[config.mk]
export PLATFORM = sky130hd
export DESIGN_NAME = lpsc_lane
export DESIGN_NICKNAME = d
export VERILOG_FILES = /design/src/sv/lpsc_pkg.sv /design/src/sv/lpsc_lane.sv
export SDC_FILE = /design/constraint.sdc
export NUM_CORES = 1
export LEC_CHECK = 0
export BUFFER_PORTS_ARGS = -buffer_cell sky130_fd_sc_hd__buf_2
export CAP_MARGIN = 20
export CORE_AREA = 4 4 41 43
export DETAILED_ROUTE_END_ITERATION = 10
export DIE_AREA = 0 0 45 47
export GPL_ROUTABILITY_DRIVEN = 0
export PLACE_DENSITY = 0.42
export SYNTH_ARGS = -nofsm -noshare
export SYNTH_HDL_FRONTEND = slang
export SYNTH_SLANG_ARGS = --single-unit
[constraint.sdc]
create_clock -name vclk -period 6.2
set_input_delay 1.24 -clock vclk [all_inputs]
set_output_delay 1.24 -clock vclk [all_outputs]
set_load 0.05 [all_outputs]
[src/sv/lpsc_pkg.sv]
`timescale 1ns / 1ps
// Shared types and constants of the line position steering controller.
// Used by the channel interfaces, the sensor lanes, the divider and the top level.
// Depends on nothing.

package lpsc_pkg;

    // Sensor array and lane split.
    localparam int SENSOR_COUNT = 15;
    localparam int LANE_W       = 5;
    localparam int LANE_COUNT   = SENSOR_COUNT / LANE_W;
    localparam int LANE_HITS_W  = $clog2(LANE_W + 1);
    localparam int LANE_IDX_W   = $clog2(LANE_W * (LANE_W - 1) / 2 + 1);
    localparam int HITS_W       = $clog2(SENSOR_COUNT + 1);

    // Weight of sensor i is WEIGHT_TOP - 2*i.
    localparam int WEIGHT_TOP = 14;

    // Weighted sum of hits: magnitude up to 56, carried as 7-bit two's complement.
    localparam int SUM_W = 7;
    localparam int MAG_W = SUM_W - 1;

    // Iterative divider for the mean position.
    localparam int DIV_DVD_W = MAG_W;
    localparam int DIV_DVS_W = HITS_W;
    localparam int DIV_CNT_W = $clog2(DIV_DVD_W + 1);

    // Field widths.
    localparam int STEER_W = 12;
    localparam int HEAD_W  = 10;
    localparam int POS_W   = 5;
    localparam int PERIOD_W = 8;

    localparam logic [HEAD_W-1:0] HEAD_MAX = 10'd1000;

    // Configuration port.
    localparam int CFG_IDX_W  = 3;
    localparam int CFG_DATA_W = 12;

    typedef enum logic [CFG_IDX_W-1:0] {
        CFG_STEER_CENTER = 3'd0,
        CFG_HEAD_CENTER  = 3'd1,
        CFG_STEER_MIN    = 3'd2,
        CFG_STEER_MAX    = 3'd3,
        CFG_HEAD_PERIOD  = 3'd4
    } cfg_reg_t;

    // Register values after reset.
    localparam logic [STEER_W-1:0]  STEER_CENTER_RST = 12'd1488;
    localparam logic [HEAD_W-1:0]   HEAD_CENTER_RST  = 10'd224;
    localparam logic [STEER_W-1:0]  STEER_MIN_RST    = 12'd1198;
    localparam logic [STEER_W-1:0]  STEER_MAX_RST    = 12'd1778;
    localparam logic [PERIOD_W-1:0] HEAD_PERIOD_RST  = 8'd17;

    // What one lane reports: hit count and sum of local indices of the hits.
    typedef struct packed {
        logic [LANE_HITS_W-1:0] hits;
        logic [LANE_IDX_W-1:0]  idx_sum;
    } lane_sum_t;

    // Divider status.
    typedef struct packed {
        logic busy;
        logic done;
    } div_stat_t;

endpackage

[src/sv/lpsc_lane.sv]
`timescale 1ns / 1ps
// One sensor lane: counts the hits in its group and sums their local indices.
// Depends on lpsc_pkg.

module lpsc_lane import lpsc_pkg::*;
(
    input  logic [LANE_W-1:0] bits,
    output lane_sum_t         result
);

    logic [LANE_HITS_W-1:0] hits;
    logic [LANE_IDX_W-1:0]  idx_sum;

    // Population count and index sum over the group.
    always_comb
    begin
        hits    = '0;
        idx_sum = '0;
        for (int j = 0; j < LANE_W; j++)
        begin
            if (bits[j])
            begin
                hits    = hits + LANE_HITS_W'(1);
                idx_sum = idx_sum + LANE_IDX_W'(j);
            end
        end
    end

    assign result.hits    = hits;
    assign result.idx_sum = idx_sum;

endmodule

# ---- Yosys cells after proc, flatten, opt, wreduce, memory -nomap -nowiden
# Cells that the tools add are included.
dict set report word_totals {
  regBits 0
  inputBits 5
  elab_cells 16
}
dict set report op_classes {
  n_addsub 7
  mux 9
}
# operator count
set ops {}
lappend ops {{adder 3 x 1 -> 3 bit, second input constant} 4}
lappend ops {{2-to-1 mux 3 bit} 4}
lappend ops {{2-to-1 mux 4 bit} 3}
lappend ops {{adder 4 x 2 -> 4 bit, second input constant} 2}
lappend ops {{adder 4 x 3 -> 4 bit, second input constant} 1}
lappend ops {{2-to-1 mux 1 bit} 2}

# ---- Depth between registers and ports, before layout
dict set report logic_depth {
  depth_word 9
  ltp_mapped 11
  mapped_depth_nobuf 11
}

# ---- Worst setup path after synthesis
# No wires, ideal clock.
dict set report synth_timing {
  kind {input-to-output}
  from {input bits[0]}
  to {output result[6] (netlist bit)}
  arrival_time_ns 3.421
  required_time_ns 4.960
  path_slack_ns 1.539
  stages 10
  path_cell_list {inv_1 -> ha_1 -> xor2_2 -> ha_1 -> nand2_1 -> o31ai_1 -> ha_1 -> nand2_1 -> xor2_1 -> xnor2_1}
}
# item line_no
set synth_rtl {}
lappend synth_rtl {{start: declaration} lpsc_lane.sv:7} ;# input logic [LANE_W-1:0] bits,
lappend synth_rtl {{end: declaration} lpsc_lane.sv:8} ;# output lane_sum_t result

==> results.md <==
- Area of the multi-input gates: 209.0 µm²
- Final-report hold violation count: 0
- Fmax achieved: 0.2247 GHz
- Hold_buf cts: 0
- Worst vdd ir: 0.03544 mV
- DRT iter0 DRCs: 7
- Power Dens Cells: 187.3 mW/mm²
- Starting Density: 17.98%
- Initial antenna violation count: 0
- DR DRC count: 0
- WL final: 430 µm
- Share of the synthesized area in the top cell type: 32.09%
- Tot GR Track Use: 4.657%
- Layout cell share with drive strength beyond 1: 42.11%
- Largest cells by area after synthesis: ha_1, xor2_2, xor2_1
- Area leader, netlist: ha_1
- Critical Path Sink Type: primary output
- Via density: 3.792
- Warnings from Yosys: 0
- Seq/Total Area, Yosys: 0%
- Clock power frac: 0%
- Port bufs: 12
- Min Hold Slack: 2.853 ns
- Sw Ratio: 72.13%
- Grt ovf: 0
- Final Cycle Share: 71.77%
- Worst Max-Slew Pin Slew: 0.3003 ns
- Max-slew violations: 0
- Slew Limit Headroom: 79.81%
- FF/Latch Area: 0 µm²
- Placed cell areas: 299.0 µm²
- Final worst-path setup slack: 1.750 ns
- Reg power frac: 0%
- Synthesized area per cell: 8.666 µm²
- FFs & Latches: 0
- Die X: 45 µm
- Pwr Total: 0.05600 mW
- Power Internal: 0.01561 mW
- Via count: 201
- CLK BUF: 0
- First-pass GRT wire length: 779 µm
- Fin area: 299.0 µm²
- Largest fanout on the critical path: 3
- Switching power: 0.04039 mW
- Pre-CTS setup slack: 1.723 ns
- WS Path Type: in -> out
- Critical path launch point type: input pin
- Setup Buffers After CTS: 0
- Final nets: 51
- Placement row count: 13
- WP data arrival: 3.21 ns
- Final Critical Period: 4.450 ns
- Unique cell type count in the Yosys netlist: 14
- Post-detail-place hpwl: 414.6 µm
- IO Count: 12
- Post-CTS Resized: 0
- Core area: 0.001301 mm²
- Die area: 0.002115 mm²
- Combinational power share: 100.0%
- Largest net degree at the start of global routing: 8
- Antenna-violating nets left: 0
- WP data required: 4.96 ns
- Ant diodes: 0
- Post-synthesis cell area: 234.0 µm²
- Fill cells: 150
- Setup violators final: 0
- RSZ-0062 raised after global routing: no
- Status: finished, final reports clean
- Vias in the first global route: 175
- Post-Syn Nets: 38
- Die height: 47 µm
- TritonRoute pass-1 iters: 3
- Leakage: 0.1641 nW
- Setup TNS: 0 ns
- Max-cap violations: 0
- Area grow syn2layout: 27.81%
- Hold Path Class: in -> out
- Cells after Synth: 27
- Mean routed wirelength per cell: 8.113 µm
[routing by layer]
| metal | GRT usage (%) | vias to the layer above | share of wire, % | routed length, µm |
|---|---|---|---|---|
| met1 | 7.483 | 83 | 47 | 201 |
| met3 | 0.3831 | 0 | 17 | 71 |
| li1 | - | 107 | - | - |
| met5 | 0 | - | 0 | 0 |
| met4 | 0 | 0 | 0 | 0 |
| met2 | 7.062 | 11 | 36 | 156 |
[power groups by stage]
| stage | clock, mW | sequential (mW) | combinational, mW |
|---|---|---|---|
| 6_report | 0 | 0 | 0.0560 |
| 5_1_grt | 0 | 0 | 0.0609 |
| 4_1_cts | 0 | 0 | 0.0568 |
| 3_5_place_dp | 0 | 0 | 0.0563 |
| 3_3_place_gp | 0 | 0 | 0.0561 |
| 2_1_floorplan | 0 | 0 | 0.0459 |
[final cells by class]
| cell class | instances | share of cell area (%) |
|---|---|---|
| well taps | 15 | 6.276 |
| repair buffers | 12 | 20.08 |
| multi-input cells | 23 | 69.87 |
| inverters | 3 | 3.766 |
[cells in the mapped netlist]
library cell  n
mux2_2        1
nor2b_1       1
o31ai_1       1
clkbuf_8      1
ha_1          6
nand3_1       1
nor2_1        2
inv_1         3
xor2_2        2
mux2i_1       1
xor2_1        3
nand2_1       3
and2_2        1
xnor2_1       1
[path summary, 6_finish.rpt]
check,start,to,cells after the start
min,bits[1],result[0],3
max,bits[1],result[6],12
[cell families (layout without fill, tap and decap cells)]
| logic type | after synthesis | after routing | share of synthesized area (%) |
|---|---|---|---|
| AO/OA/AOI/OAI | 1 | 1 | 3.210 |
| XOR/XNOR | 6 | 6 | 28.88 |
| adder cells (fa/ha/maj) | 6 | 6 | 32.08 |
| buffers and inverters | 4 | 15 | 10.69 |
| multiplexers | 2 | 2 | 9.091 |
| AND/OR/NAND/NOR | 8 | 8 | 16.04 |
[through the flow]
stage,util (%),cells
detailed placement,22.98,53
global placement,22.98,53
global route,22.98,53
finish,22.98,53
floorplan,-,27
CTS,22.98,53
[layout by cell type (no fill, tap or decap), drive strengths merged]
cell type	count
nor2	2
nor2b	1
nand3	1
mux2	1
buf	12
xnor2	1
mux2i	1
ha	6
and2	1
nand2	3
xor2	5
o31ai	1
inv	3
[critical path, stage by stage]
cell and delay, ns:
buf_2 0.11, inv_1 0.06, ha_1 0.32, xor2_2 0.23, ha_1 0.26, nand2_1 0.07
o31ai_1 0.08, ha_1 0.20, nand2_1 0.07, xor2_1 0.17, xnor2_1 0.12, buf_2 0.28
No activity file was read; power rests on OpenSTA's default activity.
