<file path="config.mk">
export PLATFORM = sky130hd
export DESIGN_NAME = lpsc_div
export DESIGN_NICKNAME = d
export VERILOG_FILES = /design/src/sv/lpsc_pkg.sv /design/src/sv/lpsc_div.sv
export SDC_FILE = /design/constraint.sdc
export NUM_CORES = 1
export LEC_CHECK = 0
export BUFFER_PORTS_ARGS = -buffer_cell sky130_fd_sc_hd__buf_2
export CAP_MARGIN = 40
export CORE_UTILIZATION = 30
export CTS_CLUSTER_DIAMETER = 40
export DETAILED_ROUTE_END_ITERATION = 8
export HOLD_SLACK_MARGIN = 0.08
export SETUP_SLACK_MARGIN = 0.4
export SLEW_MARGIN = 20
export SYNTH_ARGS = -nofsm -noshare
export SYNTH_HDL_FRONTEND = slang
export SYNTH_SLANG_ARGS = --single-unit
</file>
<file path="constraint.sdc">
create_clock -name clk -period 6 [get_ports clk]
set_clock_uncertainty 0.15 [all_clocks]
set_input_delay 1.8 -clock clk [delete_from_list [all_inputs] [get_ports clk]]
set_output_delay 1.8 -clock clk [all_outputs]
set_load 0.05 [all_outputs]
</file>
<file path="src/sv/lpsc_pkg.sv">
`timescale 1ns / 1ps
// Shared types and constants of the line position steering controller.
// Used by the channel interfaces, the sensor lanes, the divider and the top level.
// Depends on nothing.

package lpsc_pkg;

    // Sensor array and lane split.
    localparam int SENSOR_COUNT = 15;
    localparam int LANE_W       = 5;
    localparam int LANE_COUNT   = SENSOR_COUNT / LANE_W;
    localparam int LANE_HITS_W  = $clog2(LANE_W + 1);
    localparam int LANE_IDX_W   = $clog2(LANE_W * (LANE_W - 1) / 2 + 1);
    localparam int HITS_W       = $clog2(SENSOR_COUNT + 1);

    // Weight of sensor i is WEIGHT_TOP - 2*i.
    localparam int WEIGHT_TOP = 14;

    // Weighted sum of hits: magnitude up to 56, carried as 7-bit two's complement.
    localparam int SUM_W = 7;
    localparam int MAG_W = SUM_W - 1;

    // Iterative divider for the mean position.
    localparam int DIV_DVD_W = MAG_W;
    localparam int DIV_DVS_W = HITS_W;
    localparam int DIV_CNT_W = $clog2(DIV_DVD_W + 1);

    // Field widths.
    localparam int STEER_W = 12;
    localparam int HEAD_W  = 10;
    localparam int POS_W   = 5;
    localparam int PERIOD_W = 8;

    localparam logic [HEAD_W-1:0] HEAD_MAX = 10'd1000;

    // Configuration port.
    localparam int CFG_IDX_W  = 3;
    localparam int CFG_DATA_W = 12;

    typedef enum logic [CFG_IDX_W-1:0] {
        CFG_STEER_CENTER = 3'd0,
        CFG_HEAD_CENTER  = 3'd1,
        CFG_STEER_MIN    = 3'd2,
        CFG_STEER_MAX    = 3'd3,
        CFG_HEAD_PERIOD  = 3'd4
    } cfg_reg_t;

    // Register values after reset.
    localparam logic [STEER_W-1:0]  STEER_CENTER_RST = 12'd1488;
    localparam logic [HEAD_W-1:0]   HEAD_CENTER_RST  = 10'd224;
    localparam logic [STEER_W-1:0]  STEER_MIN_RST    = 12'd1198;
    localparam logic [STEER_W-1:0]  STEER_MAX_RST    = 12'd1778;
    localparam logic [PERIOD_W-1:0] HEAD_PERIOD_RST  = 8'd17;

    // What one lane reports: hit count and sum of local indices of the hits.
    typedef struct packed {
        logic [LANE_HITS_W-1:0] hits;
        logic [LANE_IDX_W-1:0]  idx_sum;
    } lane_sum_t;

    // Divider status.
    typedef struct packed {
        logic busy;
        logic done;
    } div_stat_t;

endpackage

</file>
<file path="src/sv/lpsc_div.sv">
`timescale 1ns / 1ps
// Restoring divider, one quotient bit per cycle, for the mean line position.
// Depends on lpsc_pkg.

module lpsc_div import lpsc_pkg::*;
(
    input  logic                 clk,
    input  logic                 rst_n,
    input  logic                 start,
    input  logic [DIV_DVD_W-1:0] dividend,
    input  logic [DIV_DVS_W-1:0] divisor,
    output div_stat_t            stat,
    output logic [DIV_DVD_W-1:0] quotient
);

    logic [DIV_CNT_W-1:0] count_reg;
    logic                 done_reg;
    logic [DIV_DVS_W-1:0] rem_reg;
    logic [DIV_DVS_W-1:0] dvs_reg;
    logic [DIV_DVD_W-1:0] quo_reg;

    logic [DIV_DVS_W:0]   trial;
    logic                 fits;

    // Bring down the next dividend bit and try a subtraction.
    assign trial = {rem_reg, quo_reg[DIV_DVD_W-1]};
    assign fits  = trial >= {1'b0, dvs_reg};

    // Control: step counter and completion pulse.
    always_ff @(posedge clk or negedge rst_n)
    begin
        if (!rst_n)
        begin
            count_reg <= '0;
            done_reg  <= 1'b0;
        end
        else
        begin
            done_reg <= 1'b0;
            if (start)
            begin
                count_reg <= DIV_CNT_W'(DIV_DVD_W);
            end
            else if (count_reg != '0)
            begin
                count_reg <= count_reg - DIV_CNT_W'(1);
                done_reg  <= (count_reg == DIV_CNT_W'(1));
            end
        end
    end

    // Datapath: partial remainder and the dividend shifting into the quotient.
    always_ff @(posedge clk)
    begin
        if (start)
        begin
            rem_reg <= '0;
            dvs_reg <= divisor;
            quo_reg <= dividend;
        end
        else if (count_reg != '0)
        begin
            rem_reg <= fits ? DIV_DVS_W'(trial - {1'b0, dvs_reg}) : trial[DIV_DVS_W-1:0];
            quo_reg <= {quo_reg[DIV_DVD_W-2:0], fits};
        end
    end

    assign stat.busy = (count_reg != '0);
    assign stat.done = done_reg;
    assign quotient  = quo_reg;

endmodule

</file>
# Word-level counts from Yosys, hierarchy flattened
# Index checks and enable logic that the tools add are counted.
dict set report word_totals {
  reg_bits 18
  inputBits 13
  output_inout_bits 8
  elab_cells 18
}
dict set report classes {
  addsub 2
  order_cmp 1
  n_eq_ne 1
  muxes 7
  reduce_logical 2
}
# cell count
set op_table {}
lappend op_table {{2-to-1 mux 6 bit} 2}
lappend op_table {{2-to-1 mux 3 bit} 2}
lappend op_table {{greater-or-equal comparator 5 x 4 -> 1 bit} 1}
lappend op_table {{2-to-1 mux 4 bit} 1}
lappend op_table {{subtractor 4 bit} 1}
lappend op_table {{equality test 3 x 1 -> 1 bit (second input constant)} 1}
lappend op_table {{nonzero test 3 bit} 1}
lappend op_table {{subtractor 3 x 1 -> 3 bit (second input constant)} 1}
lappend op_table {{2-to-1 mux 1 bit} 2}
lappend op_table {{nonzero test 2 bit} 1}

# Depth between registers and ports, before layout
# Gate-level depths: netlist of the first run.
dict set report depth {
  word_depth 3
  ltp_mapped 7
  depth_no_buf 6
}

# Worst setup path before layout of the first run
# Ideal clock, no wire load.
dict set report synth_timing {
  path_type {input to register}
  startpoint {input start}
  endpoint {register quo_reg[2] (netlist: quotient[2]), data pin}
  setup_time_ns 0.260
  arrival_time_ns 2.687
  t_required_ns 5.590
  path_slack_ns 2.903
  cell_stages 3
  n_path_buf 2
  cell_sequence {clkbuf_1 -> buf_1 -> mux2_2}
}
dict set report synth_via {
  elab_chain_cells 1
}
# item line
set synth_rtl {}
lappend synth_rtl {{from (decl)} lpsc_div.sv:9} ;# input logic start,
lappend synth_rtl {{2-to-1 mux 6 bit} lpsc_div.sv:55} ;# if (start)
lappend synth_rtl {{to (signal assigned)} lpsc_div.sv:59} ;# quo_reg <= dividend;
lappend synth_rtl {{to (signal assigned)} lpsc_div.sv:64} ;# quo_reg <= {quo_reg[DIV_DVD_W-2:0], fits};
lappend synth_rtl {{to (decl)} lpsc_div.sv:20} ;# logic [DIV_DVD_W-1:0] quo_reg;
# No other way between the ends.
# A chain may end at the register's enable or synchronous reset.

==> impl_metrics.tcl, run 1 <==
set metrics [dict create \
    crit_top_cell "inv_1" \
    clock_latency_ns 0.29 \
    synth_nets 103 \
    period_needed_ns 4.008 \
    grt_pass1_wl_microns 2663 \
    io_pins 21 \
    grt_usage_pct 10.64 \
    diodes 0 \
    ys_seq_area_share_pct 50.59 \
    cts_resized 0 \
    die_h_microns 58.27 \
    htreeDepth 1 \
    routabilityCongestion 0.7525 \
    fin_tns_setup_ns 0 \
    status "completed" \
    dieWidth_microns 58.27 \
    synth_most_common_cell "edfxtp_1" \
    timing.slew.headroom_pct 50.98 \
    worstHoldStart "rem_reg[3]" \
    crit_fanout 12 \
    area_growth_syn_to_layout_pct 18.18 \
    dp_cells 142 \
    fp-row-count 20 \
    regToRegEndpoint "quotient[0]" \
    antenna_found_initial 0 \
    ys.flop_type "edfxtp_1" \
    power_density_nw_per_um2 382.5 \
    routed_wl_microns 1614 \
    holdBufCountCts 0 \
    ys_top_cells_by_area "edfxtp_1, dfrtp_1, ha_1, dfxtp_1, mux2_2" \
    synth.avg_cell_area_sq_um 11.58 \
    drtIter0Drc 14 \
    hold_viol_final 0 \
    worstHoldEndpoint "rem_reg[3]" \
    crit_path_cell_trace "inv_1 > ha_1 > nor2b_1 > inv_1 > buf_2" \
    vias 659 \
    hold_class "flip-flop to flip-flop" \
    synthMuxAreaShare_pct 7.115 \
    required_ns 4.05 \
    cts_root_buf "clkbuf_4" \
    yosysUniqueCellTypes 34 \
    critPathMaxStageDelay_ns 0.61 \
    largest_register_ffs 6 \
    drtPass1Iterations 7 \
    rr_worst_depth 6 \
    clk_path_buf_depth 2 \
    slowest_stage "nor2b_1" \
    synth_top_area_share_pct 31.62 \
    synth_fa_ha_area_share_pct 11.33 \
    holdPathStages 1 \
    fin_crit_sh_pct 66.81 \
    ant_nets 0 \
    synth-async-reset-ratio_pct 22.22 \
    synth-warning-count 0 \
    postCtsSetupBuffers 0 \
    rsz0062_at_grt "false" \
    grt_pass1_vias 628 \
    tightest_slew_ns 0.7338 \
    synth-compound-area-share_pct 10.80 \
    cp.buffers_inverters 3 \
    wl_per_cell_microns 11.05 \
    remaining_drc_errors 0 \
    cp_top_family "simple AND/OR/NAND/NOR gates" \
    finalSetupViolations 0 \
    synth-seq-cells 18 \
    layout.nets 124 \
    critPathCaptureType "output pin" \
    synth-xor-area-share_pct 1.845 \
    cts_tree "yes" \
    clkTransAtPathRegs_ns 0.10 \
    fin_cells 146 \
    yosys.area.top_type "edfxtp_1" \
    cap_violations 0 \
    die_area_sq_um 3395 \
    ff2ff_setup_slack_ns 3.74 \
    slew_viol_final 0 \
    start_kind "flip-flop" \
    synth-simple-area-share_pct 12.78 \
    p_leak_uw 0.0004877 \
    synth_top_family_by_area "simple AND/OR/NAND/NOR gates" \
    cp_data_arrival_time_ns 2.06 \
    worstSetupStartpoint "count_reg[0]" \
    syn-cell-area_sq_um 949.7 \
    via_per_inst 4.514 \
    cts_made_buffers 3 \
    portBuffers 20 \
    grt_max_degree 23 \
    synth-edff-count 10 \
    synth_common_cells "edfxtp_1, inv_1, ha_1, nor2_1, mux2_2" \
    start_util_pct 31.36 \
    path_class "flip-flop to output pin" \
    synth_cells 82 \
    dpl.hpwl_microns 1235 \
    r2r-start "count_reg[0]" \
    vdd_ir_drop_max_mv 0.1861 \
    gr-total-overflow 0 \
    final_layout_size_suffix_gt1_share_pct 31.37 \
    core_sq_um 3028 \
    cts.sinks 18 \
    fmax_mhz 249.5 \
]
through the flow:
step           instance area (sq um)  power, uW  worst slack (ns)  hold WS, ns  util (%)
4_1_cts                         1122      436.1             1.958       0.3462     37.07
3_3_place_gp                    1086      354.0             2.393       0.3033     35.87
6_report                        1122      429.2             1.992       0.3436     37.07
5_1_grt                         1122      460.5             1.789       0.3713     37.07
2_1_floorplan                  949.7      319.6             2.903       0.2926         -
3_5_place_dp                    1086      357.7             2.307       0.3243     35.87
how the worst max path moves through the flow:
stage	to	cells past startpoint
after floorplan	quotient[2]	3
after global placement	stat[1]	5
after detailed placement	stat[1]	5
after CTS	stat[1]	5
after global routing	stat[1]	5
final	stat[1]	5
power by group:
group          total, uW  switching [uW]  internal (uW)
Sequential           176            16.1            160
Combinational        178             105           72.4
Clock               75.2            38.2           37.0
logic make-up after synthesis:
family	count (synthesis)
simple gates	22
buf+inv	13
compound gates	13
mux	6
flops	18
xor+xnor	2
fa+ha+maj	8
cell usage in the layout, fill, tap and decap left out, drive strengths merged:
cell type,Yosys,routed
nand2b,2,2
nand4,1,1
nor2,7,7
mux2,6,6
a211oi,1,1
fa,1,1
buf,2,20
o21ai,4,4
nor4,1,1
nor3,2,2
o311ai,1,1
o221a,1,1
nor2b,2,2
or3,1,1
inv,9,9
or2,3,3
a32o,1,1
xnor2,2,2
ha,7,7
clkbuf,2,4
a211o,1,1
o22ai,1,1
o221ai,1,1
dfxtp,4,4
nand2,1,1
nor4b,1,1
dfrtp,4,4
a21oi,1,1
o21bai,1,1
nand3b,1,1
edfxtp,10,10
per-layer routing:
metal  track usage, %  vias up  share of wire, %
li1                 -      331                 -
met5                0        -                 0
met3            2.009        5               3.3
met2            17.24       15                48
met4            6.122        0               1.9
met1            13.22      308                47
layout make-up:
type / instances / area (sq um)
multi-input cells: 51 / 416.7
clock buffers: 4 / 36.28
fillers: 315 / 1906
repair buffers: 20 / 100.1
inverters: 9 / 33.78
flip-flops and latches: 18 / 480.5
well taps: 44 / 55.05
Note: power is estimated with default switching activity, not from simulation.
==> inputs of run 2 (changes only) <==
==> constraint.sdc (replaced) <==
create_clock -name clk -period 3.57 [get_ports clk]
set_clock_uncertainty 0.15 [all_clocks]
set_input_delay 1.071 -clock clk [delete_from_list [all_inputs] [get_ports clk]]
set_output_delay 1.071 -clock clk [all_outputs]
set_load 0.05 [all_outputs]
==> run 2 against run 1 <==
Combinational power increased by 70%. Sequential power increased by 69%. Wire length increased by 3.5%. Core utilization increased by 0.25 points. Largest cell class unchanged. Highest routed layer unchanged.
==> impl_metrics.tcl, run 2 (synthesis gave the netlist of run 1 again) <==
set metrics [dict create \
    start_kind "flip-flop" \
    fmax_mhz 345.8 \
    timing.slew.headroom_pct 73.43 \
    layout.nets 125 \
    status "completed" \
    grt_pass1_vias 659 \
    hold_viol_final 0 \
    dp_cells 143 \
    routabilityCongestion 0.7596 \
    remaining_drc_errors 0 \
    slowest_stage "dfrtp_1" \
    diodes 0 \
    slew_viol_final 0 \
    hold_class "flip-flop to flip-flop" \
    regToRegEndpoint "quotient[0]" \
    routed_wl_microns 1671 \
    antenna_found_initial 0 \
    p_leak_uw 0.0004931 \
    final_layout_size_suffix_gt1_share_pct 32.04 \
    required_ns 2.35 \
    vias 676 \
    crit_path_cell_trace "inv_1 > ha_1 > nor2b_1 > buf_4 > inv_1 > buf_2" \
    fin_crit_sh_pct 81.01 \
    grt_max_degree 23 \
    ff2ff_setup_slack_ns 1.53 \
    cp-endpoint "stat[1]" \
    cts_tree "yes" \
    dpl.hpwl_microns 1244 \
    fillCellCount 310 \
    tightest_slew_ns 0.3985 \
    fin_cells 147 \
    io_pins 21 \
    critPathCaptureType "output pin" \
    fin_tns_setup_ns 0 \
    layout.cells.most_common "buf_2" \
    power_density_nw_per_um2 641.4 \
    ant_nets 0 \
    rr_worst_depth 6 \
    largest_register_ffs 6 \
    final_cell_mix "buf_2, edfxtp_1, inv_1" \
    cts_resized 0 \
    drtIter0Drc 17 \
    clkTransAtPathRegs_ns 0.11 \
    period_needed_ns 2.892 \
    worst_slack_ns 0.6780 \
    via_per_inst 4.599 \
    dieWidth_microns 58.27 \
    grt_pass1_wl_microns 2849 \
    die_h_microns 58.27 \
    wl_per_cell_microns 11.37 \
    die_area_sq_um 3395 \
    finalSetupViolations 0 \
    cts.sinks 18 \
    clk_path_buf_depth 2 \
    portBuffers 20 \
    crit_top_cell "inv_1" \
    start_util_pct 31.36 \
    vdd_ir_drop_max_mv 0.3091 \
    worstSetupStartpoint "count_reg[0]" \
    dp_slack_ns 1.017 \
    clock_latency_ns 0.29 \
    area_growth_syn_to_layout_pct 18.97 \
    cap_violations 0 \
    holdBufCountCts 0 \
    cp_data_arrival_time_ns 1.67 \
    gr-total-overflow 0 \
    path_class "flip-flop to output pin" \
    critPathMaxStageDelay_ns 0.37 \
    worstHoldStart "rem_reg[3]" \
    postCtsSetupBuffers 0 \
    htreeDepth 1 \
    drtPass1Iterations 6 \
    core_sq_um 3028 \
    crit_fanout 12 \
    cts_made_buffers 3 \
    grt_usage_pct 11.33 \
    fp-row-count 20 \
    cts_root_buf "clkbuf_4" \
    r2r-start "dvs_reg[1]" \
    rsz0062_at_grt "false" \
]
-- run 2: report_power, final --
| group | internal [uW] | total [uW] | switching [uW] | leakage [uW] |
|---|---|---|---|---|
| logic | 122 | 302 | 179 | 0.000289 |
| clock network | 62.2 | 126 | 64.1 | 0.0000210 |
| registers | 269 | 297 | 27.6 | 0.000183 |
-- run 2: critical path, delay by kind of cell, from the launching register on --
family        cells  cell delay [ns]
simple gates      1             0.13
fa+ha+maj         1             0.22
flops             1             0.37
buf+inv           4             0.64
-- run 2: routing by layer --
metal / global-route usage [%] / vias up / share of wire (%)
met5: 0 / - / 0
met4: 5.102 / 0 / 1.9
met3: 2.902 / 4 / 4.2
met2: 17.57 / 14 / 46
met1: 14.87 / 322 / 48
li1: - / 336 / -
-- run 2: final cells by class --
class / instances / area, sq um / share of cell area, %
flip-flops and latches: 18 / 480.5 / 42.53
multi-input cells: 51 / 416.7 / 36.88
repair buffers: 21 / 107.6 / 9.524
well taps: 44 / 55.05 / 4.873
clock buffers: 4 / 36.28 / 3.212
inverters: 9 / 33.78 / 2.990
-- run 2: stage by stage --
step                total power (uW)  area (sq um)  hold slack (ns)  util (%)
floorplan                      537.1         949.7           0.2926         -
global placement               595.2          1094           0.3028     36.12
detailed placement             602.7          1094           0.3184     36.12
CTS                            731.0          1130           0.3452     37.31
global route                   778.2          1130           0.3699     37.31
finish                         724.7          1130           0.3386     37.31
-- run 2: how the worst min path moves through the flow --
stage	slack (ns)	end	cells after the start
floorplan	0.29	rem_reg[3]	1
finish	0.34	rem_reg[3]	1
global route	0.37	rem_reg[3]	1
CTS	0.35	rem_reg[3]	1
detailed placement	0.32	rem_reg[3]	1
global placement	0.30	rem_reg[3]	1
==> inputs of run 3 (changes only) <==
==> constraint.sdc (replaced) <==
create_clock -name clk -period 2.38 [get_ports clk]
set_clock_uncertainty 0.15 [all_clocks]
set_input_delay 0.714 -clock clk [delete_from_list [all_inputs] [get_ports clk]]
set_output_delay 0.714 -clock clk [all_outputs]
set_load 0.05 [all_outputs]
==> run 3 against run 2 <==
Sequential power grew 52%. Flip-flop and latch count is the same. Highest routed layer unchanged. First-iteration DRC count grew 88%.
==> impl_metrics.tcl, run 3 (synthesis gave the netlist of run 1 again) <==
set metrics [dict create \
    final_layout_size_suffix_gt1_share_pct 46.43 \
    critPathMaxStageDelay_ns 0.41 \
    grt_pass1_vias 683 \
    remaining_drc_errors 0 \
    cp_data_arrival_time_ns 1.25 \
    cts_root_buf "clkbuf_4" \
    portBuffers 20 \
    cts_made_buffers 3 \
    vias 719 \
    via_per_inst 4.609 \
    rsz0062_at_grt "true" \
    cts_tree "yes" \
    die_h_microns 58.27 \
    area_growth_syn_to_layout_pct 31.49 \
    grt_max_degree 23 \
    dpl.hpwl_microns 1266 \
    gr-total-overflow 0 \
    dieWidth_microns 58.27 \
    wl_per_cell_microns 11.46 \
    slowest_stage "dfrtp_1" \
    start_kind "flip-flop" \
    diodes 0 \
    largest_register_ffs 6 \
    start_util_pct 31.36 \
    fin_crit_sh_pct 88.78 \
    hold_ws_ns 0.3368 \
    grt_pass1_wl_microns 2911 \
    power_density_nw_per_um2 912.5 \
    clkTransAtPathRegs_ns 0.11 \
    fin_tns_setup_ns 0 \
    slew_viol_final 0 \
    required_ns 1.52 \
    critPathCaptureType "output pin" \
    fp-row-count 20 \
    crit_top_cell "inv_2" \
    htreeDepth 1 \
    drtPass1Iterations 4 \
    cts.sinks 18 \
    crit_path_cell_trace "inv_2 > ha_4 > nor2b_4 > inv_2 > buf_8" \
    tightest_slew_ns 0.3941 \
    routed_wl_microns 1787 \
    layout.cells.most_common "buf_2" \
    clk_path_buf_depth 2 \
    fmax_mhz 473.3 \
    antenna_found_initial 0 \
    core_sq_um 3028 \
    final_cell_mix "buf_2, edfxtp_1, buf_4" \
    timing.slew.headroom_pct 73.72 \
    ant_nets 0 \
    grt_usage_pct 11.57 \
    clock_latency_ns 0.29 \
    vdd_ir_drop_max_mv 0.5675 \
    finalSetupViolations 0 \
    period_needed_ns 2.113 \
    die_area_sq_um 3395 \
    status "completed" \
    cap_violations 0 \
    layout.nets 134 \
    hold_class "flip-flop to flip-flop" \
    p_leak_uw 0.0005365 \
    hold_viol_final 0 \
    routabilityCongestion 0.8182 \
    path_class "flip-flop to output pin" \
    io_pins 21 \
    drtIter0Drc 32 \
    crit_fanout 2 \
]
## run 3: changes by cell type in the layout (fill, tap and decap cells not counted), sizes merged
cell,previous run,this run
clkbuf,4,3
clkinv,0,1
dlygate4sd3,0,1
buf,21,29
## run 3: power by group
| part | switching [uW] | leakage [uW] | internal, uW | total, uW |
|---|---|---|---|---|
| Combinational | 291 | 0.000338 | 240 | 531 |
| Clock | 96.8 | 0.0000154 | 61.0 | 158 |
| Sequential | 45.8 | 0.000183 | 405 | 451 |
| Total | 434 | 0.000537 | 706 | 1140 |
## run 3: worst max-delay path, delay by kind of cell, from the launching register on
kind                       cells  cell delay, ns
and+or+nand+nor                1            0.14
adders and majority gates      1            0.13
DFF                            1            0.41
buffers and inverters          3            0.27
## run 3: metrics by stage
stage | instances | setup slack [ns] | total power [uW] | cell area, sq um | util, %
2_1_floorplan | 82 | 0.2982 | 812.9 | 958.4 | -
3_3_place_gp | 143 | 0.3647 | 901.2 | 1101 | 36.36
3_5_place_dp | 143 | 0.3312 | 910.3 | 1101 | 36.36
4_1_cts | 155 | 0.2612 | 1135 | 1239 | 40.91
5_1_grt | 156 | 0.2094 | 1210 | 1249 | 41.24
6_report | 156 | 0.2671 | 1140 | 1249 | 41.24
## run 3: path summary, 6_finish.rpt
kind	startpoint	to	slack [ns]	cells past startpoint
hold reg to reg	rem_reg[3]	rem_reg[3]	0.34	1
max in group asynchronous	rst_n	count_reg[1]	1.36	2
hold / removal	rem_reg[3]	rem_reg[3]	0.34	1
setup / recovery	count_reg[0]	stat[1]	0.27	5
min in group asynchronous	rst_n	done_reg	0.60	2
setup reg to reg	dvs_reg[1]	quotient[0]	0.44	6
## run 3: area by class of cell
cell class	count	area, sq um
timing repair buffer	30	187.7
clock buffer	3	22.52
multi-input combinational	51	464.2
fill	284	1779
sequential	18	481.7
tap	44	55.05
inverter	9	33.78
clock inverter	1	3.754
## run 3: per-layer routing
layer | vias up | wire, microns | share of wire [%] | global-route usage, %
li1 | 351 | - | - | -
met1 | 328 | 804 | 45 | 14.20
met2 | 38 | 833 | 47 | 19.05
met3 | 2 | 137 | 7.7 | 4.464
met4 | 0 | 12 | 0.67 | 3.061
met5 | - | 0 | 0 | 0
## run 3: what timing repair did
item	4_1_cts	5_1_grt
setup endpoints to repair	2	2
buffers inserted	7	1
hold buffers	1	0
gates cloned	0	0
endpoints found under the hold margin	4	0
pin swaps	3	3
resized for setup	13	2
